==> src/design/assert_macros.svh <==
// Assertion macros shared by the hoist interlock RTL.
// Each macro expects a clock named clk and an active-low reset named rst_n in scope.
`ifndef ASSERT_MACROS_SVH
`define ASSERT_MACROS_SVH

// Condition must hold at every clock edge out of reset.
`define ASSERT_ALWAYS(label, cond, msg) \
    label: assert property (@(posedge clk) disable iff (!rst_n) (cond)) else $error(msg);

// Consequent must hold in the same cycle as the antecedent.
`define ASSERT_IMPLIES(label, ante, cons, msg) \
    label: assert property (@(posedge clk) disable iff (!rst_n) (ante) |-> (cons)) \
        else $error(msg);

// Consequent must hold in the cycle after the antecedent.
`define ASSERT_NEXT(label, ante, cons, msg) \
    label: assert property (@(posedge clk) disable iff (!rst_n) (ante) |=> (cons)) \
        else $error(msg);

`endif

==> src/design/hmi_pkg.sv <==
// Package for the hoist motion interlock: codes, widths and shared structs.
// Used by the step logic and the top level; depends on nothing.
`default_nettype none

package hmi_pkg;

    localparam int POS_WIDTH = 32;
    localparam int DATA_WIDTH = 32;
    localparam int CFG_INDEX_WIDTH = 2;

    typedef enum logic [1:0] {
        CMD_TICK   = 2'd0,
        CMD_MOTION = 2'd1,
        CMD_TARGET = 2'd2,
        CMD_TEST   = 2'd3
    } cmd_t;

    localparam logic [1:0] MOT_STOP = 2'd0;
    localparam logic [1:0] MOT_FWD  = 2'd1;
    localparam logic [1:0] MOT_REV  = 2'd2;

    localparam logic [1:0] TM_NONE = 2'd0;
    localparam logic [1:0] TM_BR1  = 2'd1;
    localparam logic [1:0] TM_BR2  = 2'd2;

    localparam logic [CFG_INDEX_WIDTH-1:0] REG_UPPER_LIMIT = 2'd0;
    localparam logic [CFG_INDEX_WIDTH-1:0] REG_LOWER_LIMIT = 2'd1;
    localparam logic [CFG_INDEX_WIDTH-1:0] REG_DIRECT_MODE = 2'd2;

    localparam logic [3:0] EV_NONE          = 4'd0;
    localparam logic [3:0] EV_NO_SUPPLY     = 4'd1;
    localparam logic [3:0] EV_UPPER_BLOCK   = 4'd2;
    localparam logic [3:0] EV_LOWER_BLOCK   = 4'd3;
    localparam logic [3:0] EV_UPPER_STOP    = 4'd4;
    localparam logic [3:0] EV_LOWER_STOP    = 4'd5;
    localparam logic [3:0] EV_TARGET_REACHED = 4'd6;
    localparam logic [3:0] EV_RUN_FWD       = 4'd7;
    localparam logic [3:0] EV_RUN_REV       = 4'd8;

    typedef struct packed {
        logic signed [POS_WIDTH-1:0] upper_limit;
        logic signed [POS_WIDTH-1:0] lower_limit;
        logic                        direct_mode;
    } cfg_t;

    typedef struct packed {
        cmd_t                        cmd;
        logic [1:0]                  direction;
        logic signed [POS_WIDTH-1:0] target_position;
        logic [1:0]                  test_mode_request;
        logic signed [POS_WIDTH-1:0] position;
        logic                        supply_ok;
    } item_t;

    typedef struct packed {
        logic [1:0]                  motion;
        logic [1:0]                  test_mode;
        logic signed [POS_WIDTH-1:0] target;
        logic                        target_active;
        logic                        last_br1;
        logic                        last_br2;
    } state_t;

    typedef struct packed {
        logic       accepted;
        logic [1:0] motion_state;
        logic       target_tracking;
        logic [1:0] test_mode_now;
        logic       forward_contactor;
        logic       reverse_contactor;
        logic       brake_one_open;
        logic       brake_two_open;
        logic       brake_one_opened;
        logic       brake_two_opened;
        logic [3:0] event_code;
    } result_t;

endpackage

`default_nettype wire

==> src/design/hmi_if.sv <==
// Handshake channels of the hoist motion interlock: command words in, status words out.
// Standalone; no package needed.
`default_nettype none

interface hmi_in_if;
    logic               valid;
    logic               ready;
    logic [1:0]         cmd;
    logic [1:0]         direction;
    logic signed [31:0] target_position;
    logic [1:0]         test_mode_request;
    logic signed [31:0] position;
    logic               supply_ok;

    modport source (output valid, output cmd, output direction, output target_position,
                    output test_mode_request, output position, output supply_ok,
                    input ready);
    modport sink (input valid, input cmd, input direction, input target_position,
                  input test_mode_request, input position, input supply_ok,
                  output ready);
endinterface

interface hmi_out_if;
    logic       valid;
    logic       ready;
    logic       accepted;
    logic [1:0] motion_state;
    logic       target_tracking;
    logic [1:0] test_mode_now;
    logic       forward_contactor;
    logic       reverse_contactor;
    logic       brake_one_open;
    logic       brake_two_open;
    logic       brake_one_opened;
    logic       brake_two_opened;
    logic [3:0] event_code;

    modport source (output valid, output accepted, output motion_state,
                    output target_tracking, output test_mode_now, output forward_contactor,
                    output reverse_contactor, output brake_one_open, output brake_two_open,
                    output brake_one_opened, output brake_two_opened, output event_code,
                    input ready);
    modport sink (input valid, input accepted, input motion_state,
                  input target_tracking, input test_mode_now, input forward_contactor,
                  input reverse_contactor, input brake_one_open, input brake_two_open,
                  input brake_one_opened, input brake_two_opened, input event_code,
                  output ready);
endinterface

`default_nettype wire

==> src/design/hmi_step.sv <==
// Combinational step of the hoist interlock: next state and status word for one command.
// Depends on hmi_pkg.
`default_nettype none

module hmi_step
    import hmi_pkg::*;
(
    input  cfg_t    cfg,
    input  state_t  st,
    input  item_t   inp,
    output state_t  st_next,
    output result_t res
);

    logic [1:0] dir;
    logic [1:0] tm;
    logic [1:0] req_dir;
    logic       pos_eq;
    logic       tgt_above;
    logic       at_upper;
    logic       at_lower;
    logic       blk_supply;
    logic       blk_upper;
    logic       blk_lower;
    logic       new_target;
    logic       acc;
    logic [3:0] ev;
    logic       fw;
    logic       rv;
    logic       br1;
    logic       br2;

    always_comb
    begin
        dir = (inp.direction == MOT_FWD || inp.direction == MOT_REV) ? inp.direction : MOT_STOP;
        tm  = (inp.test_mode_request == TM_BR1 || inp.test_mode_request == TM_BR2)
            ? inp.test_mode_request : TM_NONE;

        pos_eq    = (inp.target_position == inp.position);
        tgt_above = (inp.target_position > inp.position);
        at_upper  = (inp.position >= cfg.upper_limit);
        at_lower  = (inp.position <= cfg.lower_limit);

        case (inp.cmd)
            CMD_TARGET: req_dir = pos_eq ? MOT_STOP : (tgt_above ? MOT_FWD : MOT_REV);
            default:    req_dir = dir;
        endcase

        new_target = (inp.cmd == CMD_TARGET) && !pos_eq;
        blk_supply = cfg.direct_mode && (req_dir == MOT_FWD) && !inp.supply_ok;
        blk_upper  = (req_dir == MOT_FWD) && at_upper;
        blk_lower  = (req_dir == MOT_REV) && at_lower;

        st_next = st;
        acc     = 1'b1;
        ev      = EV_NONE;

        case (inp.cmd)
            CMD_TICK:
            begin
                if (st.motion == MOT_FWD && at_upper)
                begin
                    st_next.motion        = MOT_STOP;
                    st_next.target_active = 1'b0;
                    ev                    = EV_UPPER_STOP;
                end
                else if (st.motion == MOT_REV && at_lower)
                begin
                    st_next.motion        = MOT_STOP;
                    st_next.target_active = 1'b0;
                    ev                    = EV_LOWER_STOP;
                end
                else if (st.target_active &&
                         ((st.motion == MOT_FWD && inp.position >= st.target) ||
                          (st.motion == MOT_REV && inp.position <= st.target)))
                begin
                    st_next.motion        = MOT_STOP;
                    st_next.target_active = 1'b0;
                    ev                    = EV_TARGET_REACHED;
                end
            end
            CMD_MOTION, CMD_TARGET:
            begin
                if (new_target)
                begin
                    st_next.target        = inp.target_position;
                    st_next.target_active = 1'b1;
                end
                if (blk_supply)
                begin
                    acc = 1'b0;
                    ev  = EV_NO_SUPPLY;
                end
                else if (blk_upper)
                begin
                    acc = 1'b0;
                    ev  = EV_UPPER_BLOCK;
                end
                else if (blk_lower)
                begin
                    acc = 1'b0;
                    ev  = EV_LOWER_BLOCK;
                end
                else
                begin
                    st_next.motion = req_dir;
                    if (req_dir == MOT_STOP)
                    begin
                        st_next.target_active = 1'b0;
                    end
                    if (new_target)
                    begin
                        ev = (req_dir == MOT_FWD) ? EV_RUN_FWD : EV_RUN_REV;
                    end
                end
            end
            CMD_TEST:
            begin
                if (tm != st.test_mode)
                begin
                    st_next.motion        = MOT_STOP;
                    st_next.target_active = 1'b0;
                    st_next.test_mode     = tm;
                end
            end
            default:
            begin
                st_next = st;
            end
        endcase

        // drive outputs from the updated state
        fw  = (st_next.motion == MOT_FWD);
        rv  = (st_next.motion == MOT_REV);
        br1 = fw || rv || (st_next.test_mode == TM_BR2);
        br2 = fw || rv || (st_next.test_mode == TM_BR1);

        st_next.last_br1 = br1;
        st_next.last_br2 = br2;

        res.accepted          = acc;
        res.motion_state      = st_next.motion;
        res.target_tracking   = st_next.target_active;
        res.test_mode_now     = st_next.test_mode;
        res.forward_contactor = fw;
        res.reverse_contactor = rv;
        res.brake_one_open    = br1;
        res.brake_two_open    = br2;
        res.brake_one_opened  = br1 && !st.last_br1;
        res.brake_two_opened  = br2 && !st.last_br2;
        res.event_code        = ev;
    end

endmodule

`default_nettype wire

==> src/design/hoist_motion_interlock.sv <==
// Hoist motion interlock: an accepted command word is held in the input register, then goes
// through the step logic into the result register as its status word. Throughput is one word
// per cycle, set by the single pass through the step logic; a stalled output holds the
// input register, a word still enters behind a waiting result while that register is free.
// Reset clears motion, test mode, target, brake history and limits, and empties both stages.
`default_nettype none

`include "assert_macros.svh"

module hoist_motion_interlock
    import hmi_pkg::*;
(
    input  wire logic                       clk,
    input  wire logic                       rst_n,
    input  wire logic                       cfg_we,
    input  wire logic [CFG_INDEX_WIDTH-1:0] cfg_index,
    input  wire logic [DATA_WIDTH-1:0]      cfg_data,
    hmi_in_if.sink                          item,
    hmi_out_if.source                       result
);

    cfg_t    cfg_reg;
    item_t   in_reg;
    logic    in_valid_reg;
    state_t  state_reg;
    state_t  state_next;
    result_t res_reg;
    result_t res_next;
    logic    out_valid_reg;
    logic    advance;
    logic    take;

    assign advance    = in_valid_reg && (!out_valid_reg || result.ready);
    assign item.ready = !in_valid_reg || advance;
    assign take       = item.valid && item.ready;

    hmi_step u_step (
        .cfg     (cfg_reg),
        .st      (state_reg),
        .inp     (in_reg),
        .st_next (state_next),
        .res     (res_next)
    );

    always_ff @(posedge clk or negedge rst_n)
    begin
        if (!rst_n)
        begin
            cfg_reg <= '0;
        end
        else if (cfg_we)
        begin
            case (cfg_index)
                REG_UPPER_LIMIT: cfg_reg.upper_limit <= cfg_data[POS_WIDTH-1:0];
                REG_LOWER_LIMIT: cfg_reg.lower_limit <= cfg_data[POS_WIDTH-1:0];
                REG_DIRECT_MODE: cfg_reg.direct_mode <= cfg_data[0];
                default:         cfg_reg <= cfg_reg;
            endcase
        end
    end

    always_ff @(posedge clk or negedge rst_n)
    begin
        if (!rst_n)
        begin
            in_valid_reg <= 1'b0;
        end
        else if (take || advance)
        begin
            in_valid_reg <= take;
        end
    end

    always_ff @(posedge clk)
    begin
        if (take)
        begin
            in_reg.cmd               <= cmd_t'(item.cmd);
            in_reg.direction         <= item.direction;
            in_reg.target_position   <= item.target_position[POS_WIDTH-1:0];
            in_reg.test_mode_request <= item.test_mode_request;
            in_reg.position          <= item.position[POS_WIDTH-1:0];
            in_reg.supply_ok         <= item.supply_ok;
        end
    end

    always_ff @(posedge clk or negedge rst_n)
    begin
        if (!rst_n)
        begin
            state_reg     <= '0;
            out_valid_reg <= 1'b0;
        end
        else
        begin
            if (advance)
            begin
                state_reg     <= state_next;
                out_valid_reg <= 1'b1;
            end
            else if (result.ready)
            begin
                out_valid_reg <= 1'b0;
            end
        end
    end

    always_ff @(posedge clk)
    begin
        if (advance)
        begin
            res_reg <= res_next;
        end
    end

    assign result.valid             = out_valid_reg;
    assign result.accepted          = res_reg.accepted;
    assign result.motion_state      = res_reg.motion_state;
    assign result.target_tracking   = res_reg.target_tracking;
    assign result.test_mode_now     = res_reg.test_mode_now;
    assign result.forward_contactor = res_reg.forward_contactor;
    assign result.reverse_contactor = res_reg.reverse_contactor;
    assign result.brake_one_open    = res_reg.brake_one_open;
    assign result.brake_two_open    = res_reg.brake_two_open;
    assign result.brake_one_opened  = res_reg.brake_one_opened;
    assign result.brake_two_opened  = res_reg.brake_two_opened;
    assign result.event_code        = res_reg.event_code;

    `ASSERT_ALWAYS(a_contactor_excl, !(out_valid_reg && res_reg.forward_contactor && res_reg.reverse_contactor), "both contactors closed")

    `ASSERT_IMPLIES(a_brakes_on_motion, out_valid_reg && (res_reg.motion_state != MOT_STOP), res_reg.brake_one_open && res_reg.brake_two_open, "motion with a brake applied")

    `ASSERT_NEXT(a_block_holds_motion, advance && !res_next.accepted, state_reg.motion == $past(state_reg.motion), "blocked command changed motion")

    `ASSERT_IMPLIES(a_ready_when_drained, !out_valid_reg, item.ready, "input stalled with empty output")

endmodule

`default_nettype wire
==> src/flat_wrapper.sv <==
// flat-port wrapper written by rule: the top's interface ports become plain ports
module hoist_motion_interlock_flat import hmi_pkg::*;
  (clk, rst_n, cfg_we, cfg_index, cfg_data, item_valid, item_cmd, item_direction, item_target_position, item_test_mode_request, item_position, item_supply_ok, item_ready, result_valid, result_accepted, result_motion_state, result_target_tracking, result_test_mode_now, result_forward_contactor, result_reverse_contactor, result_brake_one_open, result_brake_two_open, result_brake_one_opened, result_brake_two_opened, result_event_code, result_ready);
  hmi_in_if item_i ();
  hmi_out_if result_i ();
  input  wire logic clk;
  input  wire logic rst_n;
  input  wire logic cfg_we;
  input  wire logic [CFG_INDEX_WIDTH-1:0] cfg_index;
  input  wire logic [DATA_WIDTH-1:0] cfg_data;
  input wire logic [$bits(item_i.valid)-1:0] item_valid;
  input wire logic [$bits(item_i.cmd)-1:0] item_cmd;
  input wire logic [$bits(item_i.direction)-1:0] item_direction;
  input wire logic [$bits(item_i.target_position)-1:0] item_target_position;
  input wire logic [$bits(item_i.test_mode_request)-1:0] item_test_mode_request;
  input wire logic [$bits(item_i.position)-1:0] item_position;
  input wire logic [$bits(item_i.supply_ok)-1:0] item_supply_ok;
  output wire logic [$bits(item_i.ready)-1:0] item_ready;
  output wire logic [$bits(result_i.valid)-1:0] result_valid;
  output wire logic [$bits(result_i.accepted)-1:0] result_accepted;
  output wire logic [$bits(result_i.motion_state)-1:0] result_motion_state;
  output wire logic [$bits(result_i.target_tracking)-1:0] result_target_tracking;
  output wire logic [$bits(result_i.test_mode_now)-1:0] result_test_mode_now;
  output wire logic [$bits(result_i.forward_contactor)-1:0] result_forward_contactor;
  output wire logic [$bits(result_i.reverse_contactor)-1:0] result_reverse_contactor;
  output wire logic [$bits(result_i.brake_one_open)-1:0] result_brake_one_open;
  output wire logic [$bits(result_i.brake_two_open)-1:0] result_brake_two_open;
  output wire logic [$bits(result_i.brake_one_opened)-1:0] result_brake_one_opened;
  output wire logic [$bits(result_i.brake_two_opened)-1:0] result_brake_two_opened;
  output wire logic [$bits(result_i.event_code)-1:0] result_event_code;
  input wire logic [$bits(result_i.ready)-1:0] result_ready;
  assign item_i.valid = item_valid;
  assign item_i.cmd = item_cmd;
  assign item_i.direction = item_direction;
  assign item_i.target_position = item_target_position;
  assign item_i.test_mode_request = item_test_mode_request;
  assign item_i.position = item_position;
  assign item_i.supply_ok = item_supply_ok;
  assign item_ready = item_i.ready;
  assign result_valid = result_i.valid;
  assign result_accepted = result_i.accepted;
  assign result_motion_state = result_i.motion_state;
  assign result_target_tracking = result_i.target_tracking;
  assign result_test_mode_now = result_i.test_mode_now;
  assign result_forward_contactor = result_i.forward_contactor;
  assign result_reverse_contactor = result_i.reverse_contactor;
  assign result_brake_one_open = result_i.brake_one_open;
  assign result_brake_two_open = result_i.brake_two_open;
  assign result_brake_one_opened = result_i.brake_one_opened;
  assign result_brake_two_opened = result_i.brake_two_opened;
  assign result_event_code = result_i.event_code;
  assign result_i.ready = result_ready;
  hoist_motion_interlock u_core (.clk(clk), .rst_n(rst_n), .cfg_we(cfg_we), .cfg_index(cfg_index), .cfg_data(cfg_data), .item(item_i), .result(result_i));
endmodule
==> config.mk <==
export PLATFORM = sky130hd
export DESIGN_NAME = hoist_motion_interlock_flat
export DESIGN_NICKNAME = d
export VERILOG_FILES = /design/src/design/hmi_pkg.sv /design/src/design/hmi_if.sv /design/src/design/hmi_step.sv /design/src/design/hoist_motion_interlock.sv /design/src/flat_wrapper.sv
export VERILOG_INCLUDE_DIRS = /design/src /design/src/design
export SDC_FILE = /design/constraint.sdc
export NUM_CORES = 1
export LEC_CHECK = 0
export BUFFER_PORTS_ARGS = -buffer_cell sky130_fd_sc_hd__buf_2
export CORE_ASPECT_RATIO = 1.5
export CORE_MARGIN = 4
export CORE_UTILIZATION = 45
export CTS_CLUSTER_SIZE = 14
export DETAILED_ROUTE_END_ITERATION = 10
export PLACE_DENSITY_LB_ADDON = 0.05
export REMOVE_ABC_BUFFERS = 1
export SYNTH_ARGS = -nofsm -noshare
export SYNTH_HDL_FRONTEND = slang
export SYNTH_HIERARCHICAL = 1
export SYNTH_SLANG_ARGS = --single-unit
export TNS_END_PERCENT = 50
==> constraint.sdc <==
create_clock -name clk -period 3 [get_ports clk]
set_input_delay 0.15 -clock clk [delete_from_list [all_inputs] [get_ports clk]]
set_output_delay 0.15 -clock clk [all_outputs]
set_load 0.1 [all_outputs]
==> metrics.md <==
| Metric | Value |
|---|---|
| Post-detailed-route count of antenna-violating nets | `0` |
| Most frequent cells after synthesis | `inv_1 (137), ha_1 (134), dfrtp_1 (106)` |
| Crit start category | `register` |
| Fin cells | `1634` |
| Placed Area | `12600 µm²` |
| Total GRT Usage | `21.0%` |
| Relative slew margins | `52.9%` |
| #FFs+latches synth | `193` |
| Number of flops mapped to enable cells by yosys | `87` |
| Hold Fails Final Rpt | `0` |
| Final WL | `27300 µm` |
| Arrival time worst endpoint | `3880 ps` |
| Initial antenna violation count | `0` |
| First-pass GRT wire length | `43500 µm` |
| HPWL after detailed placement | `20000 µm` |
| Routed length per placed instance | `16.7 µm` |
| I/O pin total | `128` |
| Die width | `135 µm` |
| Max Fanout on Critical Path | `4` |
| Area grow syn2layout | `33.9%` |
| Async SR Flop Fraction | `54.9%` |
| CTS sink cnt | `193` |
| Final setup viols | `17` |
| Avg Cell Area, Syn | `11.4 µm²` |
| Ys flop type | `dfrtp_1` |
| Status | `finished, violations left` |
| Critical path class | `register to register` |
| Die Y | `199 µm` |
| Fillers | `2052` |
| Clock slew at reported path FFs | `70 ps` |
| Worst skew pair latency | `440 ps` |
| Fmax achieved | `281 MHz` |
| Via Count | `8197` |
| Vias in the first global route | `8576` |
| H-tree depth | `4` |
| Port Buffer Count | `127` |
| Tightest Pin Transition | `707 ps` |
| Num CTS Buffers | `17` |
| FF+latch area | `5270 µm²` |
| Largest net degree at the start of global routing | `56` |
| Tmin final | `3560 ps` |
| Setup TNS | `-5700 ps` |
| CTS tree | `yes` |
| DRC Markers | `0` |
| Cell Pwr Density | `619 nW/µm²` |
| DP Cell Count | `1477` |
| Inserted Diodes | `0` |
| Slew Viols, Final | `0` |
| Area contributors post-synth | `dfrtp_1 (24%), edfxtp_1 (24%), ha_1 (15%)` |
| Die Area | `27000 µm²` |
| Overall power | `0.00909 W` |
| Cell taking the most area after synthesis | `dfrtp_1` |
| Mapped Area | `11000 µm²` |
| Tcrit/Tclk final | `119%` |
| Fin Hold WS | `21.1 ps` |
| Synth top area share | `24.2%` |
| Most common cell in the netlist | `inv_1` |
| Max cap viols | `0` |
| RSZ-0062 raised after global routing | `yes` |
| Yosys cell types | `71` |
| Core ar. | `23800 µm²` |
| Fin nets | `1547` |
| Seq/Total Area, Yosys | `48.0%` |
| Num rows | `69` |
| VDD IR max | `420 µV` |
| Clock root buffer | `clkbuf_16` |
| Ys Warns | `6` |
| Failing checks | `setup timing` |
| Mapped Cells | `958` |
| First-pass iteration count of the detailed router | `4` |
| Deepest clock path buffer count | `2` |
| Critical Path End Type | `register` |
| Pleak | `6.82 nW` |
| Iter 0 DRT Violations | `292` |
| Setup Skew | `7.58 ps` |
| Multi-input gate area | `5280 µm²` |
| Worst EP required | `3320 ps` |
| Design area | `14700 µm²` |
| GRT Residual Overflow | `0` |
| Crit path setup slack, layout | `-556 ps` |
| GPL Wtd Cong | `0.873` |
| Initial core utilization | `46.0%` |
| Max FFs per register | `71` |
| Layout cell share with drive strength beyond 1 | `33.2%` |
| Via-per-instance ratio | `5.02` |
| Hold Path Class | `primary input to register` |
cell type report:
cell class,instances,area share [%]
Clock inverter,10,0.750
Tap cell,319,2.72
Timing Repair Buffer,354,18.1
Sequential cell,193,35.8
Multi-Input combinational cell,599,36.0
Inverter,138,3.53
Clock buffer,21,3.13
cell families after synthesis:
| logic type | Yosys count | synth area share, % |
|---|---|---|
| flops | 193 | 48.0 |
| simple gates | 184 | 8.89 |
| compound gates | 172 | 10.2 |
| buf+inv | 166 | 6.51 |
| fa+ha+maj | 134 | 15.3 |
| mux | 107 | 11.0 |
| xor+xnor | 2 | 0.160 |
cell usage in the layout, fill, tap and decap left out, types with 57 or more instances in the layout:
cell,instances
ha_1,123
dfrtp_1,106
nand2_1,72
inv_1,135
buf_4,117
edfxtp_1,87
mux2_2,103
dlygate4sd3_1,105
buf_2,126
a21oi_1,57
repair_timing:
| action | in CTS | in global routing |
|---|---|---|
| gates resized for setup | 29 | 21 |
| hold buffers | 105 | 0 |
| hold endpoints to repair | 188 | 0 |
| setup endpoints to repair | 18 | 20 |
| setup buffers | 9 | 12 |
| pin swaps | 20 | 18 |
power breakdown:
group / switching [W] / internal [W] / total, W
combinational: 0.00172 / 0.00153 / 0.00325
sequential: 0.000280 / 0.00331 / 0.00359
clock: 0.000983 / 0.00127 / 0.00225
worst paths after layout:
path | start | endpoint | slack, ps | depth (start not counted)
min in group asynchronous | rst_n | u_core/cfg_reg[6] | 310 | 2
max in group asynchronous | rst_n | u_core/state_reg[22] | 1900 | 3
worst max register to register | u_core/in_reg[23] | u_core/state_reg[1] | -560 | 16
worst max-delay path | u_core/in_reg[23] | u_core/state_reg[1] | -560 | 16
worst min register to register | u_core/cfg_reg[54] | u_core/cfg_reg[54] | 500 | 1
worst min-delay path | result_ready | u_core/result.valid | 20 | 3
worst max-delay path, stage by stage (launching register included):
cell and delay [ps]:
edfxtp_1 470, buf_6 170, buf_4 120, ha_1 280, nand4_1 210, buf_4 200
o41ai_1 250, buf_4 160, a211o_1 140, a21oi_2 60, mux2i_1 130, o2bb2ai_2 160
a41o_1 250, a21o_1 200, ha_4 290, o21ai_2 60, mux2_4 280
per-stage QoR:
stage	setup WS (ps)	utilization, %
6_report	-556	61.7
5_1_grt	-634	61.7
4_1_cts	-465	60.7
3_5_place_dp	-679	53.0
3_3_place_gp	-630	53.0
2_1_floorplan	-1010	-
routing by layer:
layer | track usage, % | up-vias | wire length (µm) | part of all wire (%)
met5 | 0 | - | 0 | 0
met4 | 5.79 | 0 | 512 | 1.9
met3 | 3.27 | 28 | 838 | 3.1
met2 | 39.8 | 145 | 14800 | 54
met1 | 24.3 | 3920 | 11100 | 41
li1 | - | 4104 | - | -
No activity file was read; power rests on OpenSTA's default activity.
